File: src/sv/pfba_pkg.sv
// shared types and constants for the physical frame bump allocator
package pfba_pkg;

    localparam int FRAME_W    = 40;
    localparam int NF_W       = FRAME_W + 1;
    localparam int ADDR_W     = 52;
    localparam int ALU_W      = ADDR_W + 1;
    localparam int PAGE_SHIFT = 12;
    localparam int CFG_IDX_W  = 3;
    localparam int CFG_DATA_W = 40;
    localparam int COUNT_W    = 5;

    localparam logic [FRAME_W-1:0] FRAME_MAX   = '1;
    localparam logic [7:0]         USABLE_CODE = 8'd1;

    localparam logic [1:0] CMD_LOAD  = 2'd0;
    localparam logic [1:0] CMD_INIT  = 2'd1;
    localparam logic [1:0] CMD_ALLOC = 2'd2;

    localparam logic [CFG_IDX_W-1:0] REG_REGION_COUNT  = 3'd0;
    localparam logic [CFG_IDX_W-1:0] REG_KERNEL_FIRST  = 3'd1;
    localparam logic [CFG_IDX_W-1:0] REG_KERNEL_LAST   = 3'd2;
    localparam logic [CFG_IDX_W-1:0] REG_BOOTINFO_FIRST = 3'd3;
    localparam logic [CFG_IDX_W-1:0] REG_BOOTINFO_LAST = 3'd4;

    typedef enum logic [3:0] {
        ST_IDLE,
        ST_LD_DEC,
        ST_LD_WR,
        ST_SC_RD,
        ST_SC_CMP,
        ST_SC_START,
        ST_AL_CHK,
        ST_AL_KLO,
        ST_AL_KHI,
        ST_AL_BLO,
        ST_AL_BHI,
        ST_AL_MIN,
        ST_AL_INC,
        ST_AL_GRANT,
        ST_DONE
    } pfba_state_t;

    // adder control: sub gives a - b with carry meaning a >= b, inc adds one
    typedef struct packed {
        logic sub;
        logic inc;
    } alu_op_t;

    typedef struct packed {
        logic               usable;
        logic               empty;
        logic [FRAME_W-1:0] first_frame;
        logic [FRAME_W-1:0] last_frame;
    } slot_t;

endpackage

File: src/sv/physical_frame_bump_allocator_unit.sv
// top level of the physical frame bump allocator
// Hands out 4 KiB frames in ascending order from a table of memory regions.
// A load item passes through ST_LD_DEC and ST_LD_WR and stores the region's
// first and last frame, both worked out at load time. An allocate item
// grants the next frame when the current region has it free; every skip over
// the kernel or boot-info range goes through ST_AL_MIN and ST_AL_INC, and
// moving to another region rescans the table from slot 0, slot by slot.
// An init item scans the table the same way. All of these run one
// step at a time through a single shared 53-bit adder/comparator, and the slot
// table has one registered read port. The input is stalled while an item is in
// work; a result waits in an output register, so the next item can be taken
// before it is transferred. Configuration is always ready.
module physical_frame_bump_allocator_unit #(
    parameter int REGION_SLOTS = 16,
    parameter int ADDR_BITS    = 52
) (
    input  logic                              clk,
    input  logic                              rst_n,
    input  logic                              in_valid,
    output logic                              in_stall,
    input  logic [1:0]                        cmd,
    input  logic [3:0]                        slot_index,
    input  logic [7:0]                        region_type,
    input  logic [pfba_pkg::ADDR_W-1:0]       region_base,
    input  logic [pfba_pkg::ADDR_W-1:0]       region_length,
    output logic                              out_valid,
    input  logic                              out_stall,
    output logic [pfba_pkg::FRAME_W-1:0]      frame_number,
    output logic                              granted,
    input  logic                              cfg_valid,
    output logic                              cfg_ready,
    input  logic [pfba_pkg::CFG_IDX_W-1:0]    cfg_index,
    input  logic [pfba_pkg::CFG_DATA_W-1:0]   cfg_data
);
    import pfba_pkg::*;

    localparam int IW = (REGION_SLOTS > 1) ? $clog2(REGION_SLOTS) : 1;
    localparam int CW = $clog2(REGION_SLOTS + 1);
    localparam logic [ADDR_W-1:0] ADDR_MASK =
        (ADDR_BITS >= ADDR_W) ? {ADDR_W{1'b1}} :
        ((ADDR_W'(1) << ADDR_BITS) - ADDR_W'(1));

    // configuration
    logic [COUNT_W-1:0] region_count_reg;
    logic [FRAME_W-1:0] kernel_first_reg;
    logic [FRAME_W-1:0] kernel_last_reg;
    logic [FRAME_W-1:0] boot_first_reg;
    logic [FRAME_W-1:0] boot_last_reg;

    // control
    pfba_state_t        state_reg, state_next;
    logic [FRAME_W-1:0] next_frame_reg, next_frame_next;
    logic [IW-1:0]      area_index_reg, area_index_next;
    logic               area_valid_reg, area_valid_next;
    logic               out_valid_reg, out_valid_next;

    // working registers
    logic [NF_W-1:0]    nf_reg, nf_next;
    logic [ALU_W-1:0]   acc_reg, acc_next;
    logic [CW-1:0]      scan_reg, scan_next;
    logic               alloc_reg, alloc_next;
    logic               skip_kernel_reg, skip_kernel_next;
    logic [FRAME_W-1:0] res_frame_reg, res_frame_next;
    logic               res_granted_reg, res_granted_next;
    logic [IW-1:0]      addr_reg, rd_addr;
    logic [FRAME_W-1:0] frame_number_reg, frame_number_next;
    logic               granted_reg, granted_next;

    // load item latches
    logic [IW-1:0]      ld_slot_reg;
    logic               ld_ok_reg;
    logic               ld_usable_reg;
    logic [ADDR_W-1:0]  ld_base_reg;
    logic [ADDR_W-1:0]  ld_len_reg;

    // slot table
    slot_t              slot_mem [REGION_SLOTS];
    slot_t              rd_data_reg;
    slot_t              wr_data;

    // shared unit
    alu_op_t            alu_op;
    logic [ALU_W-1:0]   alu_a, alu_b, alu_sum;
    logic               alu_carry;

    logic               in_accept;
    logic               out_free;
    logic [CW-1:0]      scan_limit;
    logic [FRAME_W-1:0] skip_limit;
    logic [FRAME_W-1:0] nf_clip;

    pfba_alu u_alu (
        .op    (alu_op),
        .a     (alu_a),
        .b     (alu_b),
        .sum   (alu_sum),
        .carry (alu_carry)
    );

    assign in_stall   = (state_reg != ST_IDLE);
    assign in_accept  = in_valid && !in_stall;
    assign out_free   = !out_valid_reg || !out_stall;
    assign cfg_ready  = 1'b1;
    assign scan_limit = (int'(region_count_reg) > REGION_SLOTS) ?
                        CW'(REGION_SLOTS) : CW'(region_count_reg);
    assign skip_limit = skip_kernel_reg ? kernel_last_reg : boot_last_reg;
    assign nf_clip    = nf_reg[FRAME_W] ? FRAME_MAX : nf_reg[FRAME_W-1:0];

    assign out_valid    = out_valid_reg;
    assign frame_number = frame_number_reg;
    assign granted      = granted_reg;

    // operand selection for the shared unit
    always_comb
    begin
        alu_op = '0;
        alu_a  = '0;
        alu_b  = '0;
        unique case (state_reg)
            ST_LD_DEC:
            begin
                alu_op.sub = 1'b1;
                alu_a      = {1'b0, ld_len_reg};
                alu_b      = ALU_W'(1);
            end
            ST_LD_WR:
            begin
                alu_a = {1'b0, ld_base_reg};
                alu_b = acc_reg;
            end
            ST_SC_CMP, ST_AL_CHK:
            begin
                alu_op.sub = 1'b1;
                alu_a      = ALU_W'(rd_data_reg.last_frame);
                alu_b      = ALU_W'(nf_reg);
            end
            ST_SC_START:
            begin
                alu_op.sub = 1'b1;
                alu_a      = ALU_W'(nf_reg);
                alu_b      = ALU_W'(rd_data_reg.first_frame);
            end
            ST_AL_KLO:
            begin
                alu_op.sub = 1'b1;
                alu_a      = ALU_W'(nf_reg);
                alu_b      = ALU_W'(kernel_first_reg);
            end
            ST_AL_KHI:
            begin
                alu_op.sub = 1'b1;
                alu_a      = ALU_W'(kernel_last_reg);
                alu_b      = ALU_W'(nf_reg);
            end
            ST_AL_BLO:
            begin
                alu_op.sub = 1'b1;
                alu_a      = ALU_W'(nf_reg);
                alu_b      = ALU_W'(boot_first_reg);
            end
            ST_AL_BHI:
            begin
                alu_op.sub = 1'b1;
                alu_a      = ALU_W'(boot_last_reg);
                alu_b      = ALU_W'(nf_reg);
            end
            ST_AL_MIN:
            begin
                alu_op.sub = 1'b1;
                alu_a      = ALU_W'(rd_data_reg.last_frame);
                alu_b      = ALU_W'(skip_limit);
            end
            ST_AL_INC, ST_AL_GRANT:
            begin
                alu_op.inc = 1'b1;
                alu_a      = ALU_W'(nf_reg);
            end
            default:
            begin
                alu_op = '0;
            end
        endcase
    end

    // next state
    always_comb
    begin
        state_next = state_reg;
        unique case (state_reg)
            ST_IDLE:
            begin
                if (in_accept)
                begin
                    if (cmd == CMD_LOAD)
                        state_next = ST_LD_DEC;
                    else if (cmd == CMD_INIT)
                        state_next = ST_SC_RD;
                    else if (cmd == CMD_ALLOC)
                        state_next = area_valid_reg ? ST_AL_CHK : ST_DONE;
                end
            end
            ST_LD_DEC:   state_next = ST_LD_WR;
            ST_LD_WR:    state_next = ST_IDLE;
            ST_SC_RD:    state_next = (scan_reg >= scan_limit) ? ST_DONE : ST_SC_CMP;
            ST_SC_CMP:
            begin
                if (rd_data_reg.usable && !rd_data_reg.empty && alu_carry)
                    state_next = ST_SC_START;
                else
                    state_next = ST_SC_RD;
            end
            ST_SC_START: state_next = alloc_reg ? ST_AL_CHK : ST_DONE;
            ST_AL_CHK:
            begin
                if (rd_data_reg.empty || !alu_carry)
                    state_next = ST_SC_RD;
                else
                    state_next = ST_AL_KLO;
            end
            ST_AL_KLO:   state_next = alu_carry ? ST_AL_KHI : ST_AL_BLO;
            ST_AL_KHI:   state_next = alu_carry ? ST_AL_MIN : ST_AL_BLO;
            ST_AL_BLO:   state_next = alu_carry ? ST_AL_BHI : ST_AL_GRANT;
            ST_AL_BHI:   state_next = alu_carry ? ST_AL_MIN : ST_AL_GRANT;
            ST_AL_MIN:   state_next = ST_AL_INC;
            ST_AL_INC:   state_next = ST_AL_CHK;
            ST_AL_GRANT: state_next = ST_DONE;
            ST_DONE:
            begin
                if (!alloc_reg || out_free)
                    state_next = ST_IDLE;
            end
            default:     state_next = ST_IDLE;
        endcase
    end

    // datapath and outputs
    always_comb
    begin
        next_frame_next   = next_frame_reg;
        area_index_next   = area_index_reg;
        area_valid_next   = area_valid_reg;
        nf_next           = nf_reg;
        acc_next          = acc_reg;
        scan_next         = scan_reg;
        alloc_next        = alloc_reg;
        skip_kernel_next  = skip_kernel_reg;
        res_frame_next    = res_frame_reg;
        res_granted_next  = res_granted_reg;
        rd_addr           = addr_reg;
        out_valid_next    = out_valid_reg && out_stall;
        frame_number_next = frame_number_reg;
        granted_next      = granted_reg;

        wr_data.usable      = ld_usable_reg;
        wr_data.empty       = (ld_len_reg == '0);
        wr_data.first_frame = ld_base_reg[ADDR_W-1:PAGE_SHIFT];
        // end address past 52 bits clips to the largest frame
        wr_data.last_frame  = alu_sum[ALU_W-1] ? FRAME_MAX :
                              alu_sum[ALU_W-2:PAGE_SHIFT];

        unique case (state_reg)
            ST_IDLE:
            begin
                if (in_accept && cmd == CMD_INIT)
                begin
                    nf_next    = '0;
                    scan_next  = '0;
                    alloc_next = 1'b0;
                end
                else if (in_accept && cmd == CMD_ALLOC)
                begin
                    nf_next          = {1'b0, next_frame_reg};
                    alloc_next       = 1'b1;
                    res_frame_next   = '0;
                    res_granted_next = 1'b0;
                    rd_addr          = area_index_reg;
                end
            end
            ST_LD_DEC:
            begin
                acc_next = alu_sum;
            end
            ST_SC_RD:
            begin
                if (scan_reg >= scan_limit)
                    area_valid_next = 1'b0;
                else
                    rd_addr = scan_reg[IW-1:0];
            end
            ST_SC_CMP:
            begin
                if (rd_data_reg.usable && !rd_data_reg.empty && alu_carry)
                begin
                    area_index_next = scan_reg[IW-1:0];
                    area_valid_next = 1'b1;
                end
                else
                begin
                    scan_next = scan_reg + CW'(1);
                end
            end
            ST_SC_START:
            begin
                if (!alu_carry)
                    nf_next = NF_W'(rd_data_reg.first_frame);
            end
            ST_AL_CHK:
            begin
                // current region used up: rescan from the first slot
                if (rd_data_reg.empty || !alu_carry)
                    scan_next = '0;
            end
            ST_AL_KHI:
            begin
                skip_kernel_next = 1'b1;
            end
            ST_AL_BHI:
            begin
                skip_kernel_next = 1'b0;
            end
            ST_AL_MIN:
            begin
                // jump to just past the reserved range, not past the region
                nf_next = alu_carry ? NF_W'(skip_limit) :
                          NF_W'(rd_data_reg.last_frame);
            end
            ST_AL_INC:
            begin
                nf_next = alu_sum[NF_W-1:0];
            end
            ST_AL_GRANT:
            begin
                res_frame_next   = nf_reg[FRAME_W-1:0];
                res_granted_next = 1'b1;
                nf_next          = alu_sum[NF_W-1:0];
                if (alu_sum[FRAME_W])
                    area_valid_next = 1'b0;
            end
            ST_DONE:
            begin
                if (!alloc_reg || out_free)
                    next_frame_next = nf_clip;
                if (alloc_reg && out_free)
                begin
                    out_valid_next    = 1'b1;
                    frame_number_next = res_frame_reg;
                    granted_next      = res_granted_reg;
                end
            end
            default:
            begin
                acc_next = acc_reg;
            end
        endcase
    end

    always_ff @(posedge clk or negedge rst_n)
    begin
        if (!rst_n)
        begin
            state_reg        <= ST_IDLE;
            next_frame_reg   <= '0;
            area_index_reg   <= '0;
            area_valid_reg   <= 1'b0;
            out_valid_reg    <= 1'b0;
            region_count_reg <= '0;
            kernel_first_reg <= '0;
            kernel_last_reg  <= '0;
            boot_first_reg   <= '0;
            boot_last_reg    <= '0;
        end
        else
        begin
            state_reg      <= state_next;
            next_frame_reg <= next_frame_next;
            area_index_reg <= area_index_next;
            area_valid_reg <= area_valid_next;
            out_valid_reg  <= out_valid_next;
            if (cfg_valid && cfg_ready)
            begin
                unique case (cfg_index)
                    REG_REGION_COUNT:   region_count_reg <= cfg_data[COUNT_W-1:0];
                    REG_KERNEL_FIRST:   kernel_first_reg <= cfg_data[FRAME_W-1:0];
                    REG_KERNEL_LAST:    kernel_last_reg  <= cfg_data[FRAME_W-1:0];
                    REG_BOOTINFO_FIRST: boot_first_reg   <= cfg_data[FRAME_W-1:0];
                    REG_BOOTINFO_LAST:  boot_last_reg    <= cfg_data[FRAME_W-1:0];
                    default:            region_count_reg <= region_count_reg;
                endcase
            end
        end
    end

    always_ff @(posedge clk)
    begin
        nf_reg           <= nf_next;
        acc_reg          <= acc_next;
        scan_reg         <= scan_next;
        alloc_reg        <= alloc_next;
        skip_kernel_reg  <= skip_kernel_next;
        res_frame_reg    <= res_frame_next;
        res_granted_reg  <= res_granted_next;
        addr_reg         <= rd_addr;
        frame_number_reg <= frame_number_next;
        granted_reg      <= granted_next;
        if (in_accept && cmd == CMD_LOAD)
        begin
            ld_slot_reg   <= IW'(slot_index);
            ld_ok_reg     <= (int'(slot_index) < REGION_SLOTS);
            ld_usable_reg <= (region_type == USABLE_CODE);
            ld_base_reg   <= region_base & ADDR_MASK;
            ld_len_reg    <= region_length & ADDR_MASK;
        end
    end

    // slot table, one write and one registered read port
    always_ff @(posedge clk)
    begin
        if (state_reg == ST_LD_WR && ld_ok_reg)
            slot_mem[ld_slot_reg] <= wr_data;
        rd_data_reg <= slot_mem[rd_addr];
    end

    // a result only appears after an allocate item finishes
    assert property (@(posedge clk) disable iff (!rst_n)
        $rose(out_valid) |-> $past(state_reg == ST_DONE) && $past(alloc_reg))
        else $error("result without a finished allocate item");

    assert property (@(posedge clk) disable iff (!rst_n)
        out_valid && !granted |-> frame_number == '0)
        else $error("refused allocation carries a nonzero frame");

    // a finished allocate item waits for the output register
    assert property (@(posedge clk) disable iff (!rst_n)
        state_reg == ST_DONE && alloc_reg && out_valid && out_stall
        |=> state_reg == ST_DONE)
        else $error("result dropped while output stalled");

    assert property (@(posedge clk) disable iff (!rst_n)
        in_valid && !in_stall && cmd == CMD_ALLOC |=> state_reg != ST_IDLE)
        else $error("allocate item finished without a result");

endmodule

File: src/sv/pfba_alu.sv
// shared add, subtract and compare unit of the frame allocator
module pfba_alu (
    input  pfba_pkg::alu_op_t              op,
    input  logic [pfba_pkg::ALU_W-1:0]     a,
    input  logic [pfba_pkg::ALU_W-1:0]     b,
    output logic [pfba_pkg::ALU_W-1:0]     sum,
    output logic                           carry
);
    import pfba_pkg::*;

    logic [ALU_W:0]   total;
    logic [ALU_W-1:0] b_in;

    always_comb
    begin
        b_in  = op.sub ? ~b : b;
        total = {1'b0, a} + {1'b0, b_in} + {{ALU_W{1'b0}}, op.sub | op.inc};
        sum   = total[ALU_W-1:0];
        carry = total[ALU_W];
    end

endmodule
File: config.mk
export PLATFORM = sky130hd
export DESIGN_NAME = physical_frame_bump_allocator_unit
export DESIGN_NICKNAME = d
export VERILOG_FILES = /design/src/sv/pfba_pkg.sv /design/src/sv/physical_frame_bump_allocator_unit.sv /design/src/sv/pfba_alu.sv
export SDC_FILE = /design/constraint.sdc
export NUM_CORES = 2
export LEC_CHECK = 0
export ABC_AREA = 1
export BUFFER_PORTS_ARGS = -buffer_cell sky130_fd_sc_hd__buf_2
export CORE_ASPECT_RATIO = 1.2
export CORE_UTILIZATION = 55
export CTS_BUF_LIST = sky130_fd_sc_hd__clkbuf_16
export CTS_CLUSTER_DIAMETER = 120
export DETAILED_ROUTE_END_ITERATION = 8
export PLACE_DENSITY = 0.72
export SYNTH_ARGS = -nofsm -noshare
export SYNTH_HDL_FRONTEND = slang
export SYNTH_SLANG_ARGS = --single-unit
File: constraint.sdc
create_clock -name clk -period 7.8 [get_ports clk]
set_input_delay 1.56 -clock clk [delete_from_list [all_inputs] [get_ports clk]]
set_output_delay 1.56 -clock clk [all_outputs]
set_load 0.02 [all_outputs]
==> flow_metrics.tcl <==
set metrics [dict create \
    drtIter0Drc 8784 \
    drv_slew 0 \
    grt_max_degree 191 \
    antenna_found_initial 6 \
    netlist_area_um2 84300 \
    finalHoldViolCount 0 \
    syn_inst 8289 \
    irDropWorstVdd_mv 0.509 \
    dp_cells 10107 \
    outcome "finished clean" \
    ant_nets 0 \
    drtPass1Iterations 9 \
    core_area_um2 152000 \
    place_ws_ns 1.38 \
    drc 0 \
    start_util 0.553 \
    max-cap-violations 0 \
    r2r_cells 23 \
    crit_required_ns 8.25 \
    drt_wl_total_um 262000 \
    fin_setup_tns_ns 0 \
    worstMarginPinSlew_ns 1.24 \
    numCtsBuffers 180 \
    dp_hpwl_um 156000 \
    vias 63553 \
    clock_latency_ns 0.87 \
    die-width_um 359 \
    fin_crit_sh 0.858 \
    synth_seq_cells 1905 \
    portBuffers 208 \
    synth.avg_cell_area_um2 10.2 \
    criticalPathCategory "flip-flop to flip-flop" \
    max_slew_margin 0.174 \
    slowest_delay_ns 0.65 \
    viasPerCell 6.08 \
    hold_class "flip-flop to flip-flop" \
    layoutNonFillerInstCount 10451 \
    yosysTopAreaCell "edfxtp_1" \
    timing.rr.start "state_reg[0]" \
    syn_nets 8521 \
    yosys-top-cells-area "edfxtp_1 (57%), nand2_1 (11%), nand3_1 (8.9%)" \
    grt_pass1_vias 59770 \
    num_io_pins 210 \
    cts-root-buf "clkbuf_16" \
    rsz0062_at_grt "false" \
    synth.distinct_cells 59 \
    synth_common_cells "nand2_1 (2507), edfxtp_1 (1604), nand3_1 (1492)" \
    ctsHoldBuffers 0 \
    synth-edff-count 1604 \
    htreeDepth 4 \
    synthArstFlopShare 0.113 \
    gp_congestion 1.06 \
    grt-ovfl-total 0 \
    cts.reportedPaths.clkPinSlew_ns 0.07 \
    slowest_stage "buf_4" \
    skew_ns 0.0475 \
    leakage_nw 37.9 \
    grt.total_usage 0.334 \
    cts_tree "built" \
    startpoint "state_reg[0]" \
    yosysSeqAreaShare 0.655 \
    finalSetupViolCount 0 \
    wl_per_cell_um 25.1 \
    layout-drive-gt1-share 0.0790 \
    synth_top_area_share 0.571 \
    crit_chain "inv_1 > nor2_4 > inv_1 > nor2_1 > inv_2 > nand2_2 > buf_4 > nor2_1 > fa_1 > inv_1 > fa_1 > nand3_1 > nand3_1 > nand2_1 > nand2_1 > a21oi_1 > o21ai_0 > nand3_1 > nand3_1 > nand2_1 > inv_2 > buf_12 > nand2_1" \
    cp-end-kind "flip-flop" \
    synth.most_common_cell "nand2_1" \
    cts_max_path_buffers 3 \
    post-route-min-period_ns 6.70 \
    grt_pass1_wl_um 384000 \
    r2r_end "slot_mem[11][33]" \
    worst_setup_path_start_kind "flip-flop" \
    cts_setup_buffers 0 \
    cp_max_fo 44 \
    fp.dieH_um 431 \
    power_mw 46.4 \
    p_per_area_nw_per_um2 498 \
    cts-resized-gates 0 \
    synth_flop_cell "edfxtp_1" \
    clock_sink_count 1905 \
    syn_to_final_growth_pct 10.6 \
    fmax_mhz 149 \
    critPathCapture "slot_mem[11][33]" \
    cp.arrival_ns 7.14 \
    r2r_setup_slack_ns 1.10 \
    final_nets 8534 \
    dieArea_um2 155000 \
    rows 157 \
    yosys_warnings 0 \
    largest_register_ffs 1312 \
    layout_setup_ws_ns 1.10 \
]
-- worst max-delay path: cells and delay by family, from the launching register on --
family,cells,cell delay (ns)
and+or+nand+nor,12,2.29
buffers and inverters,7,1.99
adders and majority gates,2,0.83
DFF,1,0.62
AOI/OAI and AO/OA,2,0.46
-- kinds of logic (layout without fill, tap and decap cells) --
family | after synthesis | count (layout) | share of synthesized area
compound gates | 651 | 651 | 0.0471
xor+xnor | 79 | 79 | 0.00821
fa+ha+maj | 66 | 66 | 0.00997
buf+inv | 1233 | 1405 | 0.0589
flops | 1905 | 1905 | 0.655
other cells | 1 | 4 | 0.0000445
simple gates | 4354 | 4354 | 0.220
-- placed cells by master (no fill, tap or decap), types with 8 or more instances in the layout --
cell / n
buf_4: 79
xnor2_1: 18
nand4_1: 49
o21ai_0: 323
nor2_1: 211
a31oi_1: 41
nand3_1: 1490
nand2_1: 2506
dfrtp_1: 215
bufinv_16: 19
buf_12: 33
nor4_1: 13
buf_2: 207
clkbuf_16: 187
o21bai_1: 10
o22ai_1: 10
clkinv_1: 47
nor2_4: 25
xor2_1: 61
edfxtp_1: 1604
o211ai_1: 8
o221ai_1: 40
dfxtp_1: 86
ha_1: 63
inv_6: 9
o2111ai_1: 23
inv_1: 758
clkinv_2: 37
a21oi_1: 88
nor3_1: 16
a221oi_1: 66
or2_2: 17
-- per-stage QoR --
step | hold WS, ns | utilization | instance area, um^2
after CTS | 0.420 | 0.612 | 93300
after detailed placement | 0.405 | 0.572 | 87200
after global placement | 0.402 | 0.572 | 87200
final | 0.416 | 0.612 | 93300
after floorplan | 0.400 | - | 84300
after global routing | 0.421 | 0.612 | 93300
-- routing by layer --
layer	global-route usage	up-vias	wire (um)	share of wire
met1	0.450	30536	100000	0.38
met5	0	-	41	0.00016
met4	0.154	6	12600	0.048
met3	0.0739	705	30500	0.12
met2	0.519	4038	119000	0.45
li1	-	28268	-	-
-- worst min-delay path by stage --
stage / startpoint / cells after the start / endpoint / slack, ns
finish: res_frame_reg[16] / 0 / frame_number[16] / 0.42
global route: res_frame_reg[16] / 0 / frame_number[16] / 0.42
CTS: res_frame_reg[16] / 0 / frame_number[16] / 0.42
detailed placement: res_frame_reg[25] / 0 / frame_number[25] / 0.40
global placement: res_frame_reg[6] / 0 / frame_number[6] / 0.40
floorplan: res_frame_reg[0] / 0 / frame_number[0] / 0.40
-- power breakdown --
part,internal (mW),leakage [nW],switching [mW]
clock,5.01,3.07,3.93
sequential,15.8,17.7,0.557
combinational,4.86,17.1,16.3
-- layout make-up --
class / count / area, um^2
diodes: 3 / 7.51
clock buffers: 187 / 4680
clock inverters: 154 / 1360
fillers: 12154 / 59200
inverters: 744 / 2810
multi-input cells: 5151 / 24300
flip-flops and latches: 1905 / 55300
well taps: 1987 / 2490
repair buffers: 320 / 2300
Note: power is estimated with default switching activity, not from simulation.
